--- config.mk ---
export PLATFORM = sky130hd
export DESIGN_NAME = srq_front
export DESIGN_NICKNAME = d
export VERILOG_FILES = /design/src/srq_pkg.sv /design/src/srq_front.sv
export SDC_FILE = /design/constraint.sdc
export NUM_CORES = 1
export LEC_CHECK = 0
export ABC_AREA = 1
export BUFFER_PORTS_ARGS = -buffer_cell sky130_fd_sc_hd__clkbuf_2
export CAP_MARGIN = 10
export CORE_MARGIN = 4
export CORE_UTILIZATION = 40
export DETAILED_ROUTE_END_ITERATION = 7
export GPL_ROUTABILITY_DRIVEN = 0
export PLACE_DENSITY = 0.67
export SLEW_MARGIN = 0
export SYNTH_ARGS = -nofsm -noshare
export SYNTH_HDL_FRONTEND = slang
export SYNTH_SLANG_ARGS = --single-unit
export TNS_END_PERCENT = 1
--- constraint.sdc ---
create_clock -name clk -period 2.93 [get_ports clk]
set_input_delay 0.586 -clock clk [delete_from_list [all_inputs] [get_ports clk]]
set_output_delay 0.586 -clock clk [all_outputs]
set_load 0.005 [all_outputs]
--- src/srq_pkg.sv ---
// ----------------------------------------------------------------------------
// srq_pkg: shared types and constants of the sequence reorder queue
// Widths, status codes and the command beat passed from front to back.
// ----------------------------------------------------------------------------
package srq_pkg;

	localparam int unsigned DEPTH   = 256;
	localparam int unsigned AW      = $clog2(DEPTH);
	localparam int unsigned CW      = $clog2(DEPTH + 1);
	localparam int unsigned SEQ_W   = 31;
	localparam int unsigned HND_W   = 8;
	localparam int unsigned ST_W    = 3;
	localparam int unsigned QDEPTH  = 2;

	typedef enum logic [ST_W-1:0] {
		ST_INSERTED  = 3'd0,
		ST_DUPLICATE = 3'd1,
		ST_FULL      = 3'd2,
		ST_POPPED    = 3'd3,
		ST_MISS      = 3'd4
	} status_t;

	typedef enum logic {
		OP_ENQ = 1'b0,
		OP_DEQ = 1'b1
	} op_t;

	typedef struct packed {
		op_t              op;
		logic [SEQ_W-1:0] seq;
		logic [HND_W-1:0] hnd;
	} cmd_t;

endpackage

--- src/srq_front.sv ---
// ----------------------------------------------------------------------------
// srq_front: command intake and queue
// Takes start beats and holds them in a short FIFO for the back end.
// ----------------------------------------------------------------------------
module srq_front (
	input  logic                     clk,
	input  logic                     arst_n,
	input  logic                     start,
	input  logic                     operation,
	input  logic [srq_pkg::SEQ_W-1:0] sequence_req,
	input  logic [srq_pkg::HND_W-1:0] handle,
	output logic                     busy,
	output logic                     cmd_valid,
	output srq_pkg::cmd_t            cmd,
	input  logic                     cmd_take
);

	localparam int unsigned PW = $clog2(srq_pkg::QDEPTH);

	srq_pkg::cmd_t     fifo_q [srq_pkg::QDEPTH];
	logic [PW-1:0]     wr_q;
	logic [PW-1:0]     rd_q;
	logic [PW:0]       cnt_q;
	logic              push;

	assign busy      = (cnt_q == (PW+1)'(srq_pkg::QDEPTH));
	assign push      = start && !busy;
	assign cmd_valid = (cnt_q != '0);
	assign cmd       = fifo_q[rd_q];

	always_ff @(posedge clk) begin
		if (push) begin
			fifo_q[wr_q] <= '{op: srq_pkg::op_t'(operation), seq: sequence_req, hnd: handle};
		end
	end

	always_ff @(posedge clk or negedge arst_n) begin
		if (!arst_n) begin
			wr_q  <= '0;
			rd_q  <= '0;
			cnt_q <= '0;
		end else begin
			if (push) begin
				wr_q <= wr_q + 1'b1;
			end
			if (cmd_take) begin
				rd_q <= rd_q + 1'b1;
			end
			cnt_q <= cnt_q + (PW+1)'(push) - (PW+1)'(cmd_take);
		end
	end

endmodule

Yosys cells after proc, flatten, opt, wreduce, memory -nomap -nowiden --
Memories as Yosys holds them, arrays and structs flattened. Index checks and enable logic that the tools add are counted. Widths: inputs -> output; s select.
Word-level totals: flip-flop bits (word level) 4, memories kept 1, RAM bits 80, bits of input ports 44
Operators by class: multiplexer cells 2, add/subtract/negate cells 4, reductions and logical operators 3, equality and inequality tests 1
Memories:
- fifo_q | depth 2, width 40, read ports 1, clocked after Yosys merged registers in 0, write ports 1, line srq_front.sv:20 | srq_pkg::cmd_t fifo_q [srq_pkg::QDEPTH];
Operators by type and width (number):
- $add 1x1->1 const B | 2
- $add 2x1->2 | 1
- $eq 2x2->1 const B | 1
- $mux 1 | 2
- $reduce_bool 2->1 | 1
- $sub 2x1->2 | 1
- $logic_and 1x1->1 | 1
- $logic_not 1->1 | 1

Longest topological paths before layout --
Gate-level depths: netlist of run 1.
depth in word-level cells 5, mapped depth 9, mapped depth without buffers 9

Worst setup path after synthesis of run 1 --
OpenSTA, ideal clock, no wires.
path type input -> register, from input port start, to memory fifo_q[1][0] (netlist bit) (enable), stages on the path 2, setup slack 139 ps, path buffers 0, data arrival time 2354 ps, path through nand2_1 nor2_1
On the way: cells in the longest elaborated chain, start to end 3
Ends and longest elaborated chain:
- start: declaration | line srq_front.sv:8 | input logic start,
- $logic_and 1x1->1 | line srq_front.sv:27 | assign push = start && !busy;
- $mux 1 | line srq_front.sv:32 | if (push) begin
- $mux 1 (implied by the code) | line srq_front.sv:33 | fifo_q[wr_q] <= '{op: srq_pkg::op_t'(operation), seq: sequence_req, hnd: handle};
- end: declaration | line srq_front.sv:20
Every way passes these cells.

==> results.sh, run 1 <==
export IMPL_outcome="finished, final reports clean"
export IMPL_grt_pass1_wl_um=8330
export IMPL_power_switching_mw=1.21
export IMPL_synth_cells=237
export IMPL_num_rows=33
export IMPL_final_setup_tns_ns=0
export IMPL_synth_fa_ha_area_share_pct=0.743
export IMPL_port_buffers=85
export IMPL_drv_slew=0
export IMPL_htreeDepth=3
export IMPL_die_h_um=99.8
export IMPL_cts_sinks=84
export IMPL_nFillCells=732
export IMPL_synthesis_area_sq_um=3370
export IMPL_n_antenna_cell=0
export IMPL_cts_hold_buf=0
export IMPL_power_frac_clock_pct=18.8
export IMPL_die_w_um=99.8
export IMPL_final_antenna_net_count=0
export IMPL_grt_max_degree=80
export IMPL_finalHoldViolations=0
export IMPL_grt_antenna_before_repair=0
export IMPL_firstDrtPassIters=4
export IMPL_cp_end_kind="primary output"
export IMPL_syn_nets=283
export IMPL_synth_seq_cells=84
export IMPL_cap_violations=0
export IMPL_worstMarginPinSlew_ns=0.992
export IMPL_syn_to_final_growth_pct=19.0
export IMPL_gr_total_overflow=0
export IMPL_synth_simple_gate_area_share_pct=5.98
export IMPL_clk_pin_slew_ns=0.08
export IMPL_first_iter_violations=46
export IMPL_synth_seq_area_share_pct=74.3
export IMPL_cts_buffers=9
export IMPL_critPathRequiredTime_ns=2.34
export IMPL_yosysWarnings=0
export IMPL_synth_top_family_by_area="compound AO/OA/AOI/OAI gates"
export IMPL_switching_share_pct=33.4
export IMPL_avgRoutedWirePerCell_um=12.0
export IMPL_grt_use_total_pct=11.0
export IMPL_critPathKind="flop to primary output"
export IMPL_slew_headroom_pct=33.9
export IMPL_postCtsSetupBuffers=0
export IMPL_drt_total_wl_um=5230
export IMPL_rsz0062_at_grt="false"
export IMPL_synth_top_area_cell="edfxtp_1"
export IMPL_multi_input_area_sq_um=593
export IMPL_p_leak_nw=1.74
export IMPL_finalNonFillerCells=436
export IMPL_intPower_mw=2.41
export IMPL_synth_xor_area_share_pct=0.260
export IMPL_post_synth_num_cell_types=10
export IMPL_syn_avg_cell_area_sq_um=14.2
export IMPL_synth_top_area_share_pct=71.3
export IMPL_fin_crit_ns=2.52
export IMPL_fmax_ghz=0.398
export IMPL_cp_arrival_ns=1.93
export IMPL_route_detailed_drc=0
export IMPL_setup_viol=0
export IMPL_synth_compound_area_share_pct=10.4
export IMPL_dp_hpwl_um=3400
export IMPL_setup_worst_path_start_class="flop"
export IMPL_grt_pass1_vias=1830
export IMPL_peakVddDrop_mv=0.417
export IMPL_num_vias=1929
export IMPL_dp_cells=420
export IMPL_die_area_sq_um=9960
export IMPL_clk_latency_ns=0.34
export IMPL_layout_commonest_cell="clkbuf_2"
export IMPL_cts_root_buf="clkbuf_8"
export IMPL_seqPwrFrac_pct=52.5
export IMPL_clockBufferDepth=2
export IMPL_hold_path_class="input port to asynchronous set/reset pin"
export IMPL_path_max_fanout=79
export IMPL_synth_mux_area_share_pct=0
export IMPL_layout_drive_gt1_share_pct=42.9
export IMPL_final_cell_mix="85 x clkbuf_2, 80 x edfxtp_1, 50 x nand2_1, 47 x inv_1, 40 x o21ai_2"
export IMPL_combPwrFrac_pct=28.7
export IMPL_final_seq_area_sq_um=2510
export IMPL_synth_area_top_cells="edfxtp_1 71%, o21ai_2 10%, nand2_1 5.6%"
export IMPL_powerDensity_nw_per_um2=903
export IMPL_initial_core_util_pct=41.0
export IMPL_ios=86
export IMPL_fin_worst_skew_ns=0.00809
export IMPL_cts_tree="built"
export IMPL_vias_per_cell=4.42
export IMPL_core_area_sq_um=8220
export IMPL_min_period_over_period_pct=85.8
export IMPL_ctsResizeCount=0
export IMPL_final_nets=372
-- critical path, stage by stage, from the launching register on --
cell and delay (ns):
dfrtp_4 1.08, buf_4 0.28, o21ai_2 0.07, clkbuf_2 0.11
-- cells by family (layout without fill, tap and decap cells) --
group                      Yosys count  after routing
DFF                                 84             84
buffers and inverters               57            151
and+or+nand+nor                     53             53
AOI/OAI and AO/OA                   40             40
adders and majority gates            2              2
xor gates and xnor gates             1              1
-- per-stage QoR --
step	hold slack (ns)	setup WS [ns]	total power, mW	cell area [sq um]	util, %
after floorplan	0.290	0.139	2.63	3370	-
after global placement	0.404	0.800	2.98	3850	46.9
after detailed placement	0.405	0.759	3.02	3850	46.9
after CTS	0.0224	0.368	3.70	4010	48.8
after global routing	0.0241	0.265	3.89	4010	48.8
final	0.0437	0.415	3.62	4010	48.8
-- final timing paths --
check	start	cells past startpoint	to	slack [ns]
min in group clk	sequence_req[4]	1	fifo_q[1][12]	0.43
min	arst_n	1	wr_q	0.04
max reg2reg	cnt_q[1]	3	fifo_q[0][14]	1.26
max	rd_q	3	cmd[1]	0.41
min reg2reg	wr_q	2	wr_q	0.48
max in group asynchronous	arst_n	1	rd_q	2.74
-- synth_stat cells --
master,count
dfrtp_1,4
nand2_1,50
buf_6,9
nand3_1,2
inv_1,48
xor2_1,1
nor2_1,1
edfxtp_1,80
ha_1,2
o21ai_2,40
-- power groups by stage --
| stage | sequential [mW] | combinational [mW] | clock, mW |
|---|---|---|---|
| final | 1.90 | 1.04 | 0.682 |
| after global routing | 1.95 | 1.18 | 0.765 |
| after CTS | 1.91 | 1.08 | 0.708 |
| after detailed placement | 1.94 | 1.07 | 0 |
| after global placement | 1.93 | 1.05 | 0 |
| after floorplan | 1.73 | 0.905 | 0 |
-- state kept, by name, summed over array words and instances, names as in the netlist --
register and flops:
cnt_q 2, fifo_q 80, rd_q 1, wr_q 1
-- final cells by class --
| type | count | share of cell area [%] |
|---|---|---|
| clock buffer | 11 | 3.28 |
| clock inverter | 5 | 0.717 |
| inverter | 48 | 4.49 |
| sequential | 84 | 62.5 |
| multi-input combinational | 96 | 14.8 |
| tap | 105 | 3.28 |
| timing repair buffer | 87 | 11.0 |
-- per-layer routing --
metal  part of all wire, %  vias to the layer above  GRT usage, %  wire, um
met5                     0                        -             0         0
met4                   1.6                        0          5.99        82
met3                   7.5                        9          3.34       392
met2                    51                       62          18.6      2650
met1                    40                      884          12.4      2110
li1                      -                      974             -         -
No activity file was read; power rests on OpenSTA's default activity.
==> run 2: changes to the inputs <==
==> constraint.sdc (replaced) <==
create_clock -name clk -period 2.93 [get_ports clk]
set_input_delay 0 -clock clk [delete_from_list [all_inputs] [get_ports clk]]
set_output_delay 0 -clock clk [all_outputs]
set_load 0.005 [all_outputs]
==> results.sh, run 2 (synthesis results as in run 1) <==
export IMPL_initial_core_util_pct=41.0
export IMPL_grt_max_degree=82
export IMPL_num_vias=2067
export IMPL_setup_worst_path_start_class="flop"
export IMPL_dp_cells=419
export IMPL_path_max_fanout=81
export IMPL_p_leak_nw=1.94
export IMPL_clockBufferDepth=2
export IMPL_cp_arrival_ns=1.88
export IMPL_core_area_sq_um=8220
export IMPL_finalHoldViolations=0
export IMPL_regMostFlops="fifo_q"
export IMPL_num_rows=33
export IMPL_min_period_over_period_pct=64.3
export IMPL_rrSetupSlack_ns=1.26
export IMPL_htreeDepth=3
export IMPL_final_cell_mix="85 x clkbuf_2, 80 x edfxtp_1, 50 x nand2_1, 47 x inv_1, 44 x dlygate4sd3_1"
export IMPL_grt_antenna_before_repair=0
export IMPL_die_h_um=99.8
export IMPL_cts_sinks=84
export IMPL_hold_path_class="input port to flop"
export IMPL_fin_crit_ns=1.88
export IMPL_worstMarginPinSlew_ns=1.02
export IMPL_vias_per_cell=4.32
export IMPL_port_buffers=85
export IMPL_cp_end_kind="primary output"
export IMPL_cts_buffers=9
export IMPL_fmax_ghz=0.531
export IMPL_ios=86
export IMPL_multi_input_area_sq_um=593
export IMPL_drt_total_wl_um=5530
export IMPL_final_antenna_net_count=0
export IMPL_layout_drive_gt1_share_pct=38.0
export IMPL_post_place_ws_ns=1.25
export IMPL_powerDensity_nw_per_um2=852
export IMPL_cts_tree="built"
export IMPL_slew_headroom_pct=31.7
export IMPL_peakVddDrop_mv=0.372
export IMPL_first_iter_violations=73
export IMPL_route_detailed_drc=0
export IMPL_crit_chain="nand2_1 > o21ai_2 > clkbuf_2"
export IMPL_layout_commonest_cell="clkbuf_2"
export IMPL_final_setup_tns_ns=0
export IMPL_slowest_stage="dfrtp_4"
export IMPL_clk_pin_slew_ns=0.08
export IMPL_clk_latency_ns=0.33
export IMPL_critPathMaxStageDelay_ns=1.11
export IMPL_rsz0062_at_grt="false"
export IMPL_setup_slack_ns=1.05
export IMPL_n_antenna_cell=0
export IMPL_avgRoutedWirePerCell_um=11.6
export IMPL_grt_use_total_pct=11.7
export IMPL_outcome="finished, final reports clean"
export IMPL_gr_total_overflow=0
export IMPL_firstDrtPassIters=4
export IMPL_top_regs="fifo_q: 80 flops, cnt_q: 2 flops"
export IMPL_setup_viol=0
export IMPL_drv_slew=0
export IMPL_nFillCells=694
export IMPL_finalNonFillerCells=479
export IMPL_critPathRequiredTime_ns=2.93
export IMPL_die_area_sq_um=9960
export IMPL_fin_worst_skew_ns=0.00834
export IMPL_final_seq_area_sq_um=2510
export IMPL_dp_hpwl_um=3370
export IMPL_largest_reg_flops=80
export IMPL_critPathKind="flop to primary output"
export IMPL_cts_root_buf="clkbuf_8"
export IMPL_cap_violations=0
export IMPL_die_w_um=99.8
export IMPL_grt_pass1_wl_um=8950
export IMPL_syn_to_final_growth_pct=33.3
export IMPL_grt_pass1_vias=1967
export IMPL_final_nets=415
## run 2: changes by cell type in the layout (fill, tap and decap cells not counted), sizes merged
cell | previous run | this run
dlygate4sd3 | 0 | 44
clkinv | 4 | 2
bufinv | 0 | 2
buf | 2 | 1
## run 2: stage by stage
| stage | hold WS (ns) | utilization, % | total power, mW | cell area (sq um) |
|---|---|---|---|---|
| floorplan | -0.296 | - | 2.63 | 3370 |
| global placement | -0.190 | 46.8 | 2.97 | 3840 |
| detailed placement | -0.189 | 46.8 | 3.00 | 3840 |
| CTS | 0.366 | 54.7 | 3.89 | 4490 |
| global route | 0.377 | 54.7 | 4.11 | 4490 |
| finish | 0.386 | 54.7 | 3.83 | 4490 |
## run 2: area by class of cell
cell class	instances	share of cell area [%]
sequential	84	55.8
timing repair buffer	130	19.4
clock buffer	11	2.92
clock inverter	5	1.70
tap	105	2.92
multi-input combinational	96	13.2
inverter	48	4.01
## run 2: power breakdown
part / total [mW] / internal [mW] / switching (mW)
Clock: 0.849 / 0.477 / 0.372
Sequential: 1.91 / 1.64 / 0.264
Combinational: 1.07 / 0.495 / 0.576
Total: 3.83 / 2.61 / 1.21
## run 2: per-layer routing
layer	part of all wire (%)	up-vias	track usage, %
met5	0	-	0
met4	2.0	0	5.88
met3	6.5	12	3.13
met2	50	62	19.0
met1	42	933	14.3
li1	-	1060	-
## run 2: worst paths after layout
check	cells past startpoint	from	end
max reg2reg	3	cnt_q[1]	fifo_q[0][31]
max	3	rd_q	cmd[3]
max in group asynchronous	3	arst_n	rd_q
min reg2reg	2	wr_q	wr_q
min	2	sequence_req[25]	fifo_q[0][33]
min in group asynchronous	3	arst_n	cnt_q[0]
## run 2: critical path: cells and delay by family (launching register included)
| kind | cells | cell delay [ns] |
|---|---|---|
| flops | 1 | 1.11 |
| simple gates | 1 | 0.16 |
| buf+inv | 1 | 0.14 |
| compound gates | 1 | 0.11 |
## run 2: what timing repair did
item,in CTS,in global routing
endpoints found under the hold margin,86,0
setup buffers,0,0
hold buffers,44,0
endpoints found under the setup margin,0,0
resized for setup,0,0
==> run 3: changes to the inputs <==
Settings changed: PLACE_DENSITY 0.67 to 0.69.
Clock period 2.93 ns to 1.5 ns, I/O delays scaled along.
==> results.sh, run 3 (synthesis results as in run 1) <==
export IMPL_outcome="finished, final reports clean"
export IMPL_htreeDepth=3
export IMPL_critPathRequiredTime_ns=1.54
export IMPL_final_nets=421
export IMPL_drv_slew=0
export IMPL_finalNonFillerCells=485
export IMPL_fin_worst_skew_ns=0.00909
export IMPL_fin_crit_ns=1.37
export IMPL_gr_total_overflow=0
export IMPL_layout_drive_gt1_share_pct=40.3
export IMPL_cts_buffers=9
export IMPL_fin_area_sq_um=4600
export IMPL_post_place_ws_ns=0.129
export IMPL_ios=86
export IMPL_n_antenna_cell=0
export IMPL_grt_antenna_before_repair=0
export IMPL_critPathKind="flop to flop"
export IMPL_grt_max_degree=30
export IMPL_avgRoutedWirePerCell_um=12.5
export IMPL_vias_per_cell=4.36
export IMPL_holdWs_ns=0.385
export IMPL_initial_core_util_pct=41.0
export IMPL_dp_cells=425
export IMPL_syn_to_final_growth_pct=36.4
export IMPL_rsz0062_at_grt="false"
export IMPL_cp_arrival_ns=1.41
export IMPL_postCtsSetupBuffers=0
export IMPL_finalHoldViolations=0
export IMPL_layout_commonest_cell="clkbuf_2"
export IMPL_grt_pass1_vias=2221
export IMPL_cp_end_kind="flop"
export IMPL_postPlaceCellArea_sq_um=3970
export IMPL_final_util_pct=55.9
export IMPL_grt_pass1_wl_um=10300
export IMPL_regMostFlops="fifo_q"
export IMPL_cts_tree="built"
export IMPL_largest_reg_flops=80
export IMPL_die_area_sq_um=9960
export IMPL_critical_path_top_delay_family="simple AND/OR/NAND/NOR gates"
export IMPL_dp_hpwl_um=4160
export IMPL_die_h_um=99.8
export IMPL_final_setup_tns_ns=0
export IMPL_nFillCells=690
export IMPL_port_buffers=85
export IMPL_top_regs="fifo_q: 80 flops, cnt_q: 2 flops"
export IMPL_clk_pin_slew_ns=0.08
export IMPL_setup_viol=0
export IMPL_final_antenna_net_count=0
export IMPL_cts_sinks=84
export IMPL_drt_total_wl_um=6060
export IMPL_slowest_stage="dfrtp_1"
export IMPL_clockBufferDepth=2
export IMPL_fmax_ghz=0.731
export IMPL_cap_violations=0
export IMPL_crit_top_cell="nand2_2"
export IMPL_crit_chain="inv_1 > nand2_2 > nand2_2 > nor2_4 > buf_4"
export IMPL_critPathBufInv=2
export IMPL_route_detailed_drc=0
export IMPL_grt_use_total_pct=13.4
export IMPL_setup_slack_ns=0.132
export IMPL_path_max_fanout=11
export IMPL_p_leak_nw=1.98
export IMPL_setup_worst_path_start_class="flop"
export IMPL_cts_root_buf="clkbuf_8"
export IMPL_core_area_sq_um=8220
export IMPL_first_iter_violations=72
export IMPL_hold_path_class="input port to flop"
export IMPL_critPathMaxStageDelay_ns=0.35
export IMPL_peakVddDrop_mv=0.903
export IMPL_worstMarginPinSlew_ns=0.212
export IMPL_min_period_over_period_pct=91.2
export IMPL_clk_latency_ns=0.34
export IMPL_firstDrtPassIters=4
export IMPL_num_vias=2116
export IMPL_num_rows=33
export IMPL_power_mw=7.71
export IMPL_slew_headroom_pct=85.8
export IMPL_final_cell_mix="85 x clkbuf_2, 80 x edfxtp_1, 48 x nand2_1, 47 x inv_1, 44 x dlygate4sd3_1"
export IMPL_powerDensity_nw_per_um2=1680
export IMPL_die_w_um=99.8
==> run 3: cell count changes in the layout (fill, tap and decap cells not counted), sizes merged <==
cell      previous run  this run
buf                  1         7
clkinvlp             1         3
bufinv               2         1
clkbuf              96        95
==> run 3: worst paths after layout <==
path	startpoint	endpoint	slack, ns	depth (start not counted)
hold / removal	sequence_req[6]	fifo_q[0][14]	0.38	2
setup / recovery	cnt_q[0]	fifo_q[1][3]	0.13	5
hold reg to reg	wr_q	wr_q	0.48	2
max in group asynchronous	arst_n	rd_q	0.74	3
setup reg to reg	cnt_q[0]	fifo_q[1][3]	0.13	5
min in group asynchronous	arst_n	wr_q	0.56	3
==> run 3: per-layer routing <==
layer  up-vias  global-route usage [%]  share of wire, %
met2        60                    23.4                52
met1       981                    16.0                42
li1       1071                       -                 -
met5         -                       0                 0
met3         4                    3.27               5.4
met4         0                    5.04              0.46
==> run 3: timing repair <==
action,CTS,global route
hold buffers,44,0
gates resized for setup,0,0
endpoints found under the hold margin,86,0
==> run 3: power by group <==
group	switching, mW	internal [mW]
clock network	0.784	0.770
logic	1.58	1.22
registers	0.157	3.20
==> run 3: cell type report <==
class / instances / area [sq um] / share of cell area (%)
sequential: 84 / 2510 / 54.5
timing repair buffer: 136 / 981 / 21.3
clock inverter: 6 / 63.8 / 1.39
clock buffer: 10 / 128 / 2.78
inverter: 48 / 184 / 4.00
multi-input combinational: 96 / 603 / 13.1
tap: 105 / 131 / 2.86
==> run 3: worst reg2reg max path: stages (launching register included) <==
cell and delay (ns):
dfrtp_1 0.35, inv_1 0.06, nand2_2 0.10, nand2_2 0.09, nor2_4 0.22, buf_4 0.25
